===== src/hdl/linear_congruence_solver_top_assert.svh =====
// Assertion macros shared by the solver's modules.
// They expect signals named clock and reset in the scope where they are used.
`ifndef LINEAR_CONGRUENCE_SOLVER_TOP_ASSERT_SVH
`define LINEAR_CONGRUENCE_SOLVER_TOP_ASSERT_SVH

// Consequent checked in the same cycle as the antecedent
`define LCS_ASSERT_SAME(lbl, ante, cons) \
   lbl: assert property (@(posedge clock) disable iff (reset) (ante) |-> (cons)) \
      else $error("lcs assertion failed");

// Consequent checked in the cycle after the antecedent
`define LCS_ASSERT_NEXT(lbl, ante, cons) \
   lbl: assert property (@(posedge clock) disable iff (reset) (ante) |=> (cons)) \
      else $error("lcs assertion failed");

`endif


===== src/hdl/lcs_pkg.sv =====
package lcs_pkg;

   // Operand width of a, b and m
   localparam int VALUE_WIDTH = 31;
   // Fixed width of the solution field
   localparam int SOL_W = 31;
   // Coefficients are signed, one sign bit and one guard bit over the operands
   localparam int COEF_W = VALUE_WIDTH + 2;
   localparam int STEP_BOUND = 2 * VALUE_WIDTH + 4;
   localparam int STEP_W = $clog2(STEP_BOUND + 1);
   localparam int CNT_W = $clog2(VALUE_WIDTH + 1);

   typedef logic [VALUE_WIDTH-1:0] value_type;
   typedef logic signed [COEF_W-1:0] coef_type;

   // Commands from the controller to the datapath
   typedef enum logic [3:0] {
      OP_NONE,
      OP_LOAD,      // capture a transaction's operands
      OP_EUC_DIV,   // start r0 / r1
      OP_EUC_UPD,   // shift the remainder and coefficient sequences
      OP_GCD_DIV,   // start b / d
      OP_SRED_DIV,  // keep b/d, start |s0| / m
      OP_XR_KDIV,   // fix xr from the remainder, start (b/d) / m
      OP_MUL_INIT,  // k from the remainder, clear the accumulator
      OP_MUL_STEP,  // one bit of the modular product
      OP_FAIL,      // no solution
      OP_PUBLISH    // copy the result into the response register
   } dp_op_type;

   typedef struct packed {
      logic m_zero;
      logic r1_zero;
      logic steps_max;
      logic div_done;
      logic div_rem_zero;
      logic mul_last;
   } dp_status_type;

   typedef enum logic [3:0] {
      ST_IDLE,
      ST_CHECK,
      ST_EUC_TEST,
      ST_EUC_WAIT,
      ST_EUC_UPD,
      ST_GCD_WAIT,
      ST_S_WAIT,
      ST_K_WAIT,
      ST_MUL,
      ST_FINISH
   } ctrl_state_type;

endpackage


===== src/hdl/lcs_if.sv =====
// Request channel: one congruence a*x = b (mod m)
interface lcs_req_if;
   logic                      valid;
   logic                      ready;
   logic [lcs_pkg::VALUE_WIDTH-1:0] coeff_a;
   logic [lcs_pkg::VALUE_WIDTH-1:0] rhs_b;
   logic [lcs_pkg::VALUE_WIDTH-1:0] modulus;

   modport source (output valid, coeff_a, rhs_b, modulus, input ready);
   modport sink   (input valid, coeff_a, rhs_b, modulus, output ready);
endinterface

// Response channel: solvable flag and solution
interface lcs_rsp_if;
   logic                  valid;
   logic                  ready;
   logic                  solvable;
   logic [lcs_pkg::SOL_W-1:0] solution;

   modport source (output valid, solvable, solution, input ready);
   modport sink   (input valid, solvable, solution, output ready);
endinterface


===== src/hdl/linear_congruence_solver_top.sv =====
// Channel  | Direction | Payload
// req_chan | in        | coeff_a, rhs_b, modulus
// rsp_chan | out       | solvable, solution
//
// One transaction at a time; each Euclid step runs a division through the shared
// one-bit-per-cycle divider, then three more divisions and a serial modular product.
// Synchronous active-high reset returns the sequencer to idle with no response pending.
// A waiting response does not block acceptance; only publishing the next one waits.
module linear_congruence_solver_top (
   input  logic      clock,
   input  logic      reset,
   lcs_req_if.sink   req_chan,
   lcs_rsp_if.source rsp_chan
);

   lcs_pkg::dp_op_type     op;
   lcs_pkg::dp_status_type status;

   lcs_ctrl u_ctrl (
      .clock     (clock),
      .reset     (reset),
      .req_valid (req_chan.valid),
      .req_ready (req_chan.ready),
      .rsp_valid (rsp_chan.valid),
      .rsp_ready (rsp_chan.ready),
      .status    (status),
      .op        (op)
   );

   lcs_datapath u_dp (
      .clock        (clock),
      .reset        (reset),
      .op           (op),
      .in_a         (req_chan.coeff_a),
      .in_b         (req_chan.rhs_b),
      .in_m         (req_chan.modulus),
      .status       (status),
      .rsp_solvable (rsp_chan.solvable),
      .rsp_solution (rsp_chan.solution)
   );

endmodule


===== src/hdl/lcs_div.sv =====
// Restoring divider, one quotient bit per cycle
module lcs_div (
   input  logic                 clock,
   input  logic                 reset,
   input  logic                 start,
   input  lcs_pkg::value_type   dividend,
   input  lcs_pkg::value_type   divisor,
   output logic                 done,
   output lcs_pkg::value_type   quot,
   output lcs_pkg::value_type   rem
);

   localparam int W = lcs_pkg::VALUE_WIDTH;

   logic [W-1:0] quot_ff, quot_in;
   logic [W-1:0] rem_ff, rem_in;
   logic [W-1:0] dvsr_ff, dvsr_in;
   logic [lcs_pkg::CNT_W-1:0] cnt_ff, cnt_in;
   logic busy_ff, busy_in;
   logic done_ff, done_in;
   logic [W:0] shifted;
   logic [W:0] trial;

   // Trial subtraction of the divisor from the shifted partial remainder
   always_comb begin
      shifted = {rem_ff, quot_ff[W-1]};
      trial   = shifted - {1'b0, dvsr_ff};
      quot_in = quot_ff;
      rem_in  = rem_ff;
      dvsr_in = dvsr_ff;
      cnt_in  = cnt_ff;
      busy_in = busy_ff;
      done_in = 1'b0;
      if (start) begin
         quot_in = dividend;
         rem_in  = '0;
         dvsr_in = divisor;
         cnt_in  = lcs_pkg::CNT_W'(W);
         busy_in = 1'b1;
      end else if (busy_ff) begin
         if (trial[W]) begin
            rem_in = shifted[W-1:0];
         end else begin
            rem_in = trial[W-1:0];
         end
         quot_in = {quot_ff[W-2:0], ~trial[W]};
         cnt_in  = cnt_ff - 1'b1;
         if (cnt_ff == lcs_pkg::CNT_W'(1)) begin
            busy_in = 1'b0;
            done_in = 1'b1;
         end
      end
   end

   always_ff @(posedge clock) begin
      if (reset) begin
         busy_ff <= 1'b0;
         done_ff <= 1'b0;
         cnt_ff  <= '0;
      end else begin
         busy_ff <= busy_in;
         done_ff <= done_in;
         cnt_ff  <= cnt_in;
      end
      quot_ff <= quot_in;
      rem_ff  <= rem_in;
      dvsr_ff <= dvsr_in;
   end

   assign done = done_ff;
   assign quot = quot_ff;
   assign rem  = rem_ff;

endmodule


===== src/hdl/lcs_datapath.sv =====
// Operand registers, Euclid sequences, normalisation and serial modular product
module lcs_datapath (
   input  logic                       clock,
   input  logic                       reset,
   input  lcs_pkg::dp_op_type         op,
   input  lcs_pkg::value_type         in_a,
   input  lcs_pkg::value_type         in_b,
   input  lcs_pkg::value_type         in_m,
   output lcs_pkg::dp_status_type     status,
   output logic                       rsp_solvable,
   output logic [lcs_pkg::SOL_W-1:0]  rsp_solution
);

   localparam int W = lcs_pkg::VALUE_WIDTH;
   localparam int CW = lcs_pkg::COEF_W;

   lcs_pkg::value_type r0_ff, r0_in, r1_ff, r1_in;
   lcs_pkg::coef_type  s0_ff, s0_in, s1_ff, s1_in;
   lcs_pkg::value_type b_ff, b_in, m_ff, m_in;
   lcs_pkg::value_type xr_ff, xr_in, k_ff, k_in;
   lcs_pkg::value_type acc_ff, acc_in, add_ff, add_in;
   logic [lcs_pkg::STEP_W-1:0] steps_ff, steps_in;
   logic [lcs_pkg::CNT_W-1:0] bit_ff, bit_in;
   logic solv_ff, solv_in;
   logic rsp_solv_ff, rsp_solv_in;
   logic [lcs_pkg::SOL_W-1:0] rsp_sol_ff, rsp_sol_in;

   logic div_start;
   lcs_pkg::value_type div_dividend, div_divisor, div_quot, div_rem;
   logic div_done;

   lcs_pkg::coef_type prod;
   lcs_pkg::coef_type s0_mag;
   logic [W:0] acc_sum, acc_red, add_dbl, add_red;

   lcs_div u_div (
      .clock    (clock),
      .reset    (reset),
      .start    (div_start),
      .dividend (div_dividend),
      .divisor  (div_divisor),
      .done     (div_done),
      .quot     (div_quot),
      .rem      (div_rem)
   );

   // Divider operand selection
   always_comb begin
      s0_mag       = s0_ff[CW-1] ? -s0_ff : s0_ff;
      div_start    = 1'b0;
      div_dividend = r0_ff;
      div_divisor  = r1_ff;
      unique case (op)
         lcs_pkg::OP_EUC_DIV: begin
            div_start = 1'b1;
         end
         lcs_pkg::OP_GCD_DIV: begin
            div_start    = 1'b1;
            div_dividend = b_ff;
            div_divisor  = r0_ff;
         end
         lcs_pkg::OP_SRED_DIV: begin
            div_start    = 1'b1;
            div_dividend = s0_mag[W-1:0];
            div_divisor  = m_ff;
         end
         lcs_pkg::OP_XR_KDIV: begin
            div_start    = 1'b1;
            div_dividend = b_ff;
            div_divisor  = m_ff;
         end
         default: begin
            div_start = 1'b0;
         end
      endcase
   end

   // Coefficient product and modular product step
   always_comb begin
      prod    = CW'(signed'({2'b00, div_quot}) * s1_ff);
      acc_sum = {1'b0, acc_ff} + (k_ff[0] ? {1'b0, add_ff} : '0);
      acc_red = (acc_sum >= {1'b0, m_ff}) ? acc_sum - {1'b0, m_ff} : acc_sum;
      add_dbl = {add_ff, 1'b0};
      add_red = (add_dbl >= {1'b0, m_ff}) ? add_dbl - {1'b0, m_ff} : add_dbl;
   end

   // Register updates per command
   always_comb begin
      r0_in = r0_ff;   r1_in = r1_ff;
      s0_in = s0_ff;   s1_in = s1_ff;
      b_in = b_ff;     m_in = m_ff;
      xr_in = xr_ff;   k_in = k_ff;
      acc_in = acc_ff; add_in = add_ff;
      steps_in = steps_ff;
      bit_in = bit_ff;
      solv_in = solv_ff;
      rsp_solv_in = rsp_solv_ff;
      rsp_sol_in = rsp_sol_ff;
      unique case (op)
         lcs_pkg::OP_LOAD: begin
            r0_in = in_a;
            r1_in = in_m;
            m_in  = in_m;
            b_in  = in_b;
            s0_in = CW'(1);
            s1_in = '0;
            steps_in = '0;
         end
         lcs_pkg::OP_EUC_UPD: begin
            r0_in = r1_ff;
            r1_in = div_rem;
            s0_in = s1_ff;
            s1_in = s0_ff - prod;
            steps_in = steps_ff + 1'b1;
         end
         lcs_pkg::OP_SRED_DIV: begin
            b_in = div_quot;
         end
         lcs_pkg::OP_XR_KDIV: begin
            if (s0_ff[CW-1] && div_rem != '0) begin
               xr_in = m_ff - div_rem;
            end else if (s0_ff[CW-1]) begin
               xr_in = '0;
            end else begin
               xr_in = div_rem;
            end
         end
         lcs_pkg::OP_MUL_INIT: begin
            k_in    = div_rem;
            acc_in  = '0;
            add_in  = xr_ff;
            bit_in  = '0;
            solv_in = 1'b1;
         end
         lcs_pkg::OP_MUL_STEP: begin
            acc_in = acc_red[W-1:0];
            add_in = add_red[W-1:0];
            k_in   = k_ff >> 1;
            bit_in = bit_ff + 1'b1;
         end
         lcs_pkg::OP_FAIL: begin
            acc_in  = '0;
            solv_in = 1'b0;
         end
         lcs_pkg::OP_PUBLISH: begin
            rsp_solv_in = solv_ff;
            rsp_sol_in  = lcs_pkg::SOL_W'(acc_ff);
         end
         default: begin
            steps_in = steps_ff;
         end
      endcase
   end

   always_ff @(posedge clock) begin
      r0_ff <= r0_in;   r1_ff <= r1_in;
      s0_ff <= s0_in;   s1_ff <= s1_in;
      b_ff <= b_in;     m_ff <= m_in;
      xr_ff <= xr_in;   k_ff <= k_in;
      acc_ff <= acc_in; add_ff <= add_in;
      steps_ff <= steps_in;
      bit_ff <= bit_in;
      solv_ff <= solv_in;
      rsp_solv_ff <= rsp_solv_in;
      rsp_sol_ff <= rsp_sol_in;
   end

   // Status back to the controller
   assign status.m_zero       = (m_ff == '0);
   assign status.r1_zero      = (r1_ff == '0);
   assign status.steps_max    = (steps_ff == lcs_pkg::STEP_W'(lcs_pkg::STEP_BOUND));
   assign status.div_done     = div_done;
   assign status.div_rem_zero = (div_rem == '0);
   assign status.mul_last     = (bit_ff == lcs_pkg::CNT_W'(W - 1));

   assign rsp_solvable = rsp_solv_ff;
   assign rsp_solution = rsp_sol_ff;

endmodule


===== src/hdl/lcs_ctrl.sv =====
`include "linear_congruence_solver_top_assert.svh"

// Sequencer: steps the datapath through Euclid, normalisation and product
module lcs_ctrl (
   input  logic                    clock,
   input  logic                    reset,
   input  logic                    req_valid,
   output logic                    req_ready,
   output logic                    rsp_valid,
   input  logic                    rsp_ready,
   input  lcs_pkg::dp_status_type  status,
   output lcs_pkg::dp_op_type      op
);

   lcs_pkg::ctrl_state_type state_ff, state_in;
   logic rsp_valid_ff, rsp_valid_in;
   logic waiting_div;

   always_ff @(posedge clock) begin
      if (reset) begin
         state_ff     <= lcs_pkg::ST_IDLE;
         rsp_valid_ff <= 1'b0;
      end else begin
         state_ff     <= state_in;
         rsp_valid_ff <= rsp_valid_in;
      end
   end

   // Next state and commands
   always_comb begin
      state_in     = state_ff;
      op           = lcs_pkg::OP_NONE;
      req_ready    = 1'b0;
      rsp_valid_in = rsp_valid_ff & ~rsp_ready;
      unique case (state_ff)
         lcs_pkg::ST_IDLE: begin
            req_ready = 1'b1;
            if (req_valid) begin
               op       = lcs_pkg::OP_LOAD;
               state_in = lcs_pkg::ST_CHECK;
            end
         end
         lcs_pkg::ST_CHECK: begin
            if (status.m_zero) begin
               op       = lcs_pkg::OP_FAIL;
               state_in = lcs_pkg::ST_FINISH;
            end else begin
               state_in = lcs_pkg::ST_EUC_TEST;
            end
         end
         lcs_pkg::ST_EUC_TEST: begin
            if (status.r1_zero || status.steps_max) begin
               op       = lcs_pkg::OP_GCD_DIV;
               state_in = lcs_pkg::ST_GCD_WAIT;
            end else begin
               op       = lcs_pkg::OP_EUC_DIV;
               state_in = lcs_pkg::ST_EUC_WAIT;
            end
         end
         lcs_pkg::ST_EUC_WAIT: begin
            if (status.div_done) begin
               state_in = lcs_pkg::ST_EUC_UPD;
            end
         end
         lcs_pkg::ST_EUC_UPD: begin
            op       = lcs_pkg::OP_EUC_UPD;
            state_in = lcs_pkg::ST_EUC_TEST;
         end
         lcs_pkg::ST_GCD_WAIT: begin
            if (status.div_done && !status.div_rem_zero) begin
               op       = lcs_pkg::OP_FAIL;
               state_in = lcs_pkg::ST_FINISH;
            end else if (status.div_done) begin
               op       = lcs_pkg::OP_SRED_DIV;
               state_in = lcs_pkg::ST_S_WAIT;
            end
         end
         lcs_pkg::ST_S_WAIT: begin
            if (status.div_done) begin
               op       = lcs_pkg::OP_XR_KDIV;
               state_in = lcs_pkg::ST_K_WAIT;
            end
         end
         lcs_pkg::ST_K_WAIT: begin
            if (status.div_done) begin
               op       = lcs_pkg::OP_MUL_INIT;
               state_in = lcs_pkg::ST_MUL;
            end
         end
         lcs_pkg::ST_MUL: begin
            op = lcs_pkg::OP_MUL_STEP;
            if (status.mul_last) begin
               state_in = lcs_pkg::ST_FINISH;
            end
         end
         lcs_pkg::ST_FINISH: begin
            // wait for the response register to free up
            if (!rsp_valid_ff || rsp_ready) begin
               op           = lcs_pkg::OP_PUBLISH;
               rsp_valid_in = 1'b1;
               state_in     = lcs_pkg::ST_IDLE;
            end
         end
         default: begin
            state_in = lcs_pkg::ST_IDLE;
         end
      endcase
   end

   assign rsp_valid = rsp_valid_ff;

   // States in which a divider result may arrive
   assign waiting_div = (state_ff == lcs_pkg::ST_EUC_WAIT) || (state_ff == lcs_pkg::ST_GCD_WAIT)
                     || (state_ff == lcs_pkg::ST_S_WAIT) || (state_ff == lcs_pkg::ST_K_WAIT);

   // A new response only ever comes out of the finishing state
   `LCS_ASSERT_SAME(a_rsp_from_finish, $rose(rsp_valid_ff), $past(state_ff == lcs_pkg::ST_FINISH))
   // An accepted transaction always goes to the modulus check
   `LCS_ASSERT_NEXT(a_accept_to_check, req_valid && req_ready, state_ff == lcs_pkg::ST_CHECK)
   // Divider completions only arrive while the sequencer waits on one
   `LCS_ASSERT_SAME(a_div_done_waiting, status.div_done, waiting_div)

endmodule


===== src/flat_wrapper.sv =====
// flat-port wrapper written by rule: the top's interface ports become plain ports
module linear_congruence_solver_top_flat 
  (clock, reset, req_chan_valid, req_chan_coeff_a, req_chan_rhs_b, req_chan_modulus, req_chan_ready, rsp_chan_valid, rsp_chan_solvable, rsp_chan_solution, rsp_chan_ready);
  lcs_req_if req_chan_i ();
  lcs_rsp_if rsp_chan_i ();
  input  logic clock;
  input  logic reset;
  input wire logic [$bits(req_chan_i.valid)-1:0] req_chan_valid;
  input wire logic [$bits(req_chan_i.coeff_a)-1:0] req_chan_coeff_a;
  input wire logic [$bits(req_chan_i.rhs_b)-1:0] req_chan_rhs_b;
  input wire logic [$bits(req_chan_i.modulus)-1:0] req_chan_modulus;
  output wire logic [$bits(req_chan_i.ready)-1:0] req_chan_ready;
  output wire logic [$bits(rsp_chan_i.valid)-1:0] rsp_chan_valid;
  output wire logic [$bits(rsp_chan_i.solvable)-1:0] rsp_chan_solvable;
  output wire logic [$bits(rsp_chan_i.solution)-1:0] rsp_chan_solution;
  input wire logic [$bits(rsp_chan_i.ready)-1:0] rsp_chan_ready;
  assign req_chan_i.valid = req_chan_valid;
  assign req_chan_i.coeff_a = req_chan_coeff_a;
  assign req_chan_i.rhs_b = req_chan_rhs_b;
  assign req_chan_i.modulus = req_chan_modulus;
  assign req_chan_ready = req_chan_i.ready;
  assign rsp_chan_valid = rsp_chan_i.valid;
  assign rsp_chan_solvable = rsp_chan_i.solvable;
  assign rsp_chan_solution = rsp_chan_i.solution;
  assign rsp_chan_i.ready = rsp_chan_ready;
  linear_congruence_solver_top u_core (.clock(clock), .reset(reset), .req_chan(req_chan_i), .rsp_chan(rsp_chan_i));
endmodule

===== config.mk =====
export PLATFORM = sky130hd
export DESIGN_NAME = linear_congruence_solver_top_flat
export DESIGN_NICKNAME = d
export VERILOG_FILES = /design/src/hdl/lcs_pkg.sv /design/src/hdl/lcs_if.sv /design/src/hdl/linear_congruence_solver_top.sv /design/src/hdl/lcs_div.sv /design/src/hdl/lcs_datapath.sv /design/src/hdl/lcs_ctrl.sv /design/src/flat_wrapper.sv
export VERILOG_INCLUDE_DIRS = /design/src /design/src/hdl
export SDC_FILE = /design/constraint.sdc
export NUM_CORES = 2
export LEC_CHECK = 0
export BUFFER_PORTS_ARGS = -buffer_cell sky130_fd_sc_hd__clkbuf_2
export CAP_MARGIN = 20
export CORE_ASPECT_RATIO = 1.2
export CORE_MARGIN = 2
export CORE_UTILIZATION = 50
export CTS_CLUSTER_DIAMETER = 50
export DETAILED_ROUTE_END_ITERATION = 8
export PLACE_DENSITY = 0.66
export SYNTH_ARGS = -nofsm -noshare
export SYNTH_HDL_FRONTEND = slang
export SYNTH_HIERARCHICAL = 1
export SYNTH_SLANG_ARGS = --single-unit

===== constraint.sdc =====
create_clock -name clock -period 28.2 [get_ports clock]
set_input_delay 5.64 -clock clock [delete_from_list [all_inputs] [get_ports clock]]
set_output_delay 5.64 -clock clock [all_outputs]
set_load 0.1 [all_outputs]

==> impl_metrics.ini <==
[sta]
relSlewSlack = 0.1888
skew_ns = 0.04411
finalSetupTns_ns = 0
finalSetupViolations = 0
rsz0062_at_grt = false
timing_hold_violations_final = 0
slew_viol_final = 0
period_needed_ns = 9.086
min_period_over_period = 0.3222
max_freq_mhz = 110.1
tightest_slew_ns = 1.217

[detailed_routing]
drc = 0
firstDrtPassIters = 6
wl_mm = 144.8
postRouteAntennaNets = 0
wl_per_cell_um = 22.58
drt_iter0_drc = 3404
route.vias.total = 37560
detail_route.vias_per_cell = 5.858

[global_routing]
grt_max_degree = 106
antenna_found_initial = 6
grt_pass1_vias = 37930
grtUsageTotal = 0.2970
grt_pass1_wl_mm = 221.4
globalRouteOverflowTotal = 0

[logic_synthesis]
ys_seq_elements = 464
synth_edf_count = 421
synth_fp_nets = 5989
syn_inst = 5092
synth_area_per_cell_um2 = 9.414
ys.flop_type = edfxtp_1
synth_cell_types = 103
ys_warn_count = 6
ys_async_sr_fraction = 0
syn_area_um2 = 47930
seq_area_frac_synth = 0.2817

[critical_path]
arrival_ns = 9.47
required_ns = 28.58
critPathKind = input port to flop
cp_slowest_cell = buf_4
timing.critical_path.from_type = input port
path_buf_inv = 5
cpPeakStageDelay_ns = 0.64
cp_cell_sequence = clkbuf_2 -> nand2b_1 -> nor2b_1 -> a311o_2 -> buf_4 -> inv_1 -> nand2_1 -> a21oi_4 -> buf_4 -> buf_4 -> mux2_2
critPathMaxFanout = 60
crit_top_cell = buf_4
cp-end-kind = flop
cp_top_family = buffers and inverters

[placement]
hpwl_mm = 110.9
io_buffers = 130
place_congestion = 0.9632

[layout]
insertedDiodeCount = 0
synthToLayoutAreaGrowth_pct = 8.551
fillers = 8611
multi_input_area_um2 = 30890
fin_nets = 5994
seq_area_um2 = 13500
final_layout_size_suffix_gt1_frac = 0.08560

[clocking]
cts_tree = built
cts_buffer_depth = 3
cts_setup_buffers = 0
htreeDepth = 3
worstSkewPairLatency_ns = 0.65
holdBufCountCts = 0
cts_sinks = 464
path_clk_slew_ns = 0.06
root_buffer = clkbuf_16
cts-resized-gates = 0
cts_buffers = 68

[min_path]
min_path_type = flop to flop

[run]
drv_cap = 0

[outcome]
status = complete, no violations

[die]
core.rowCount = 124
die_w_um = 286.7
dieArea_um2 = 98370
placeableCoreArea_um2 = 95110
start_util = 0.5040
die-height_um = 343.2
io_pins = 131
cell type report:
class                   count  area share
multi-input cells        3680      0.5937
flip-flops and latches    464      0.2595
inverters                 698     0.05035
clock buffers              75     0.03403
well taps                1260     0.03030
repair buffers            185     0.02082
clock inverters            50     0.01128
synth_stat cells, types with 18 or more instances:
cell / n / area (µm²)
a211oi_1: 21 / 157.7
a21o_1: 75 / 563.0
a21oi_1: 243 / 1216
a22oi_1: 26 / 195.2
a311oi_2: 19 / 285.3
and2_1: 378 / 2365
and3_1: 18 / 112.6
buf_1: 18 / 67.56
clkbuf_1: 208 / 780.8
dfxtp_1: 43 / 860.8
edfxtp_1: 421 / 12640
fa_1: 475 / 9509
ha_1: 325 / 4066
inv_1: 698 / 2620
mux2_2: 62 / 698.2
mux2i_1: 57 / 570.6
nand2_1: 665 / 2496
nand2b_1: 71 / 444.2
nand3_1: 45 / 225.2
nand4_1: 28 / 175.2
nor2_1: 231 / 867.1
nor2b_1: 25 / 156.4
nor3_1: 50 / 250.2
nor4_1: 31 / 193.9
o211ai_1: 23 / 172.7
o21a_1: 25 / 187.7
o21ai_0: 163 / 815.8
o21ai_1: 48 / 240.2
o21bai_1: 25 / 187.7
o22ai_1: 74 / 462.9
o31ai_1: 54 / 405.4
or3_1: 18 / 112.6
xnor2_1: 158 / 1384
xor2_1: 84 / 735.7
worst register-to-register path, cell delays in order (launching register included):
cell       delay, ns
edfxtp_1        0.84
buf_4           0.44
nand2_1         0.14
fa_1            0.51
fa_1            0.54
inv_1           0.05
fa_1            0.47
fa_1            0.53
fa_1            0.52
inv_1           0.06
fa_1            0.50
fa_1            0.54
inv_1           0.06
fa_1            0.49
inv_1           0.04
ha_1            0.35
a21o_1          0.18
a21o_1          0.18
a21oi_1         0.17
o21ai_0         0.16
a22o_1          0.25
a2111oi_0       0.47
buf_4           0.22
o21bai_1        0.08
a21oi_1         0.20
xor2_1          0.15
nor2_1          0.06
logic make-up after synthesis:
group	Yosys count	synth area share
compound gates	904	0.1235
xor+xnor	244	0.04513
fa+ha+maj	801	0.2834
buf+inv	948	0.07583
flops	464	0.2817
mux	120	0.02670
simple gates	1611	0.1637
layout by cell type, fill, tap and decap left out, types with 57 or more instances in the layout:
cell type  count
xnor2_1      158
nand2b_1      70
clkbuf_2     130
xor2_1        84
a21oi_1      242
nand2_1      664
inv_1        698
o22ai_1       74
fa_1         475
and2_1       378
nor2_1       226
ha_1         325
clkbuf_16     70
edfxtp_1     421
mux2i_1       57
a21o_1        75
o21ai_0      162
mux2_2        62
registers in the layout, indices dropped and copies added, names as in the netlist, 7 cells and up:
| register | cells |
|---|---|
| u_core/u_dp/s0_ff | 33 |
| u_core/u_dp/s1_ff | 33 |
| u_core/u_dp/acc_ff | 31 |
| u_core/u_dp/add_ff | 31 |
| u_core/u_dp/b_ff | 31 |
| u_core/u_dp/k_ff | 31 |
| u_core/u_dp/m_ff | 31 |
| u_core/u_dp/r0_ff | 31 |
| u_core/u_dp/r1_ff | 31 |
| u_core/u_dp/rsp_solution | 31 |
| u_core/u_dp/u_div/dvsr_ff | 31 |
| u_core/u_dp/u_div/quot | 31 |
| u_core/u_dp/u_div/rem | 31 |
| u_core/u_dp/xr_ff | 31 |
| u_core/u_dp/steps_ff | 7 |
through the flow:
step | setup slack (ns) | hold WS [ns] | std cells | area, µm² | utilization
floorplan | 10.82 | 0.4003 | 5092 | 47930 | -
global placement | 18.59 | 0.4430 | 6286 | 49650 | 0.5220
detailed placement | 18.54 | 0.4502 | 6286 | 49650 | 0.5220
CTS | 19.20 | 0.4644 | 6411 | 52010 | 0.5468
global route | 18.90 | 0.4761 | 6412 | 52030 | 0.5471
finish | 19.11 | 0.4623 | 6412 | 52030 | 0.5471
per-layer routing:
layer  vias to the layer above  part of all wire  global-route usage
li1                      17010                 -                   -
met1                     18540              0.38              0.3647
met2                      1638              0.49              0.5046
met3                       371             0.082             0.05073
met4                         6             0.055              0.1482
met5                         -           0.00028                   0
path summary, 6_finish.rpt:
check / startpoint / endpoint / slack, ns / cells after the start
max: rsp_chan_ready / u_core/u_dp/u_div/quot[20]$_DFFE_PP_ / 19.11 / 11
min: u_core/u_dp/acc_ff[20]$_SDFFCE_PP0P_ / u_core/u_dp/rsp_solution[20]$_DFFE_PN_ / 0.46 / 0
max reg2reg: u_core/u_dp/u_div/quot[3]$_DFFE_PP_ / u_core/u_dp/s1_ff[30]$_SDFFCE_PN0P_ / 19.74 / 26
min reg2reg: u_core/u_dp/acc_ff[20]$_SDFFCE_PP0P_ / u_core/u_dp/rsp_solution[20]$_DFFE_PN_ / 0.46 / 0
Power is left out: the tool's default activity adds up to more than one toggle a clock period on the data nets, which glitch-free logic cannot reach.
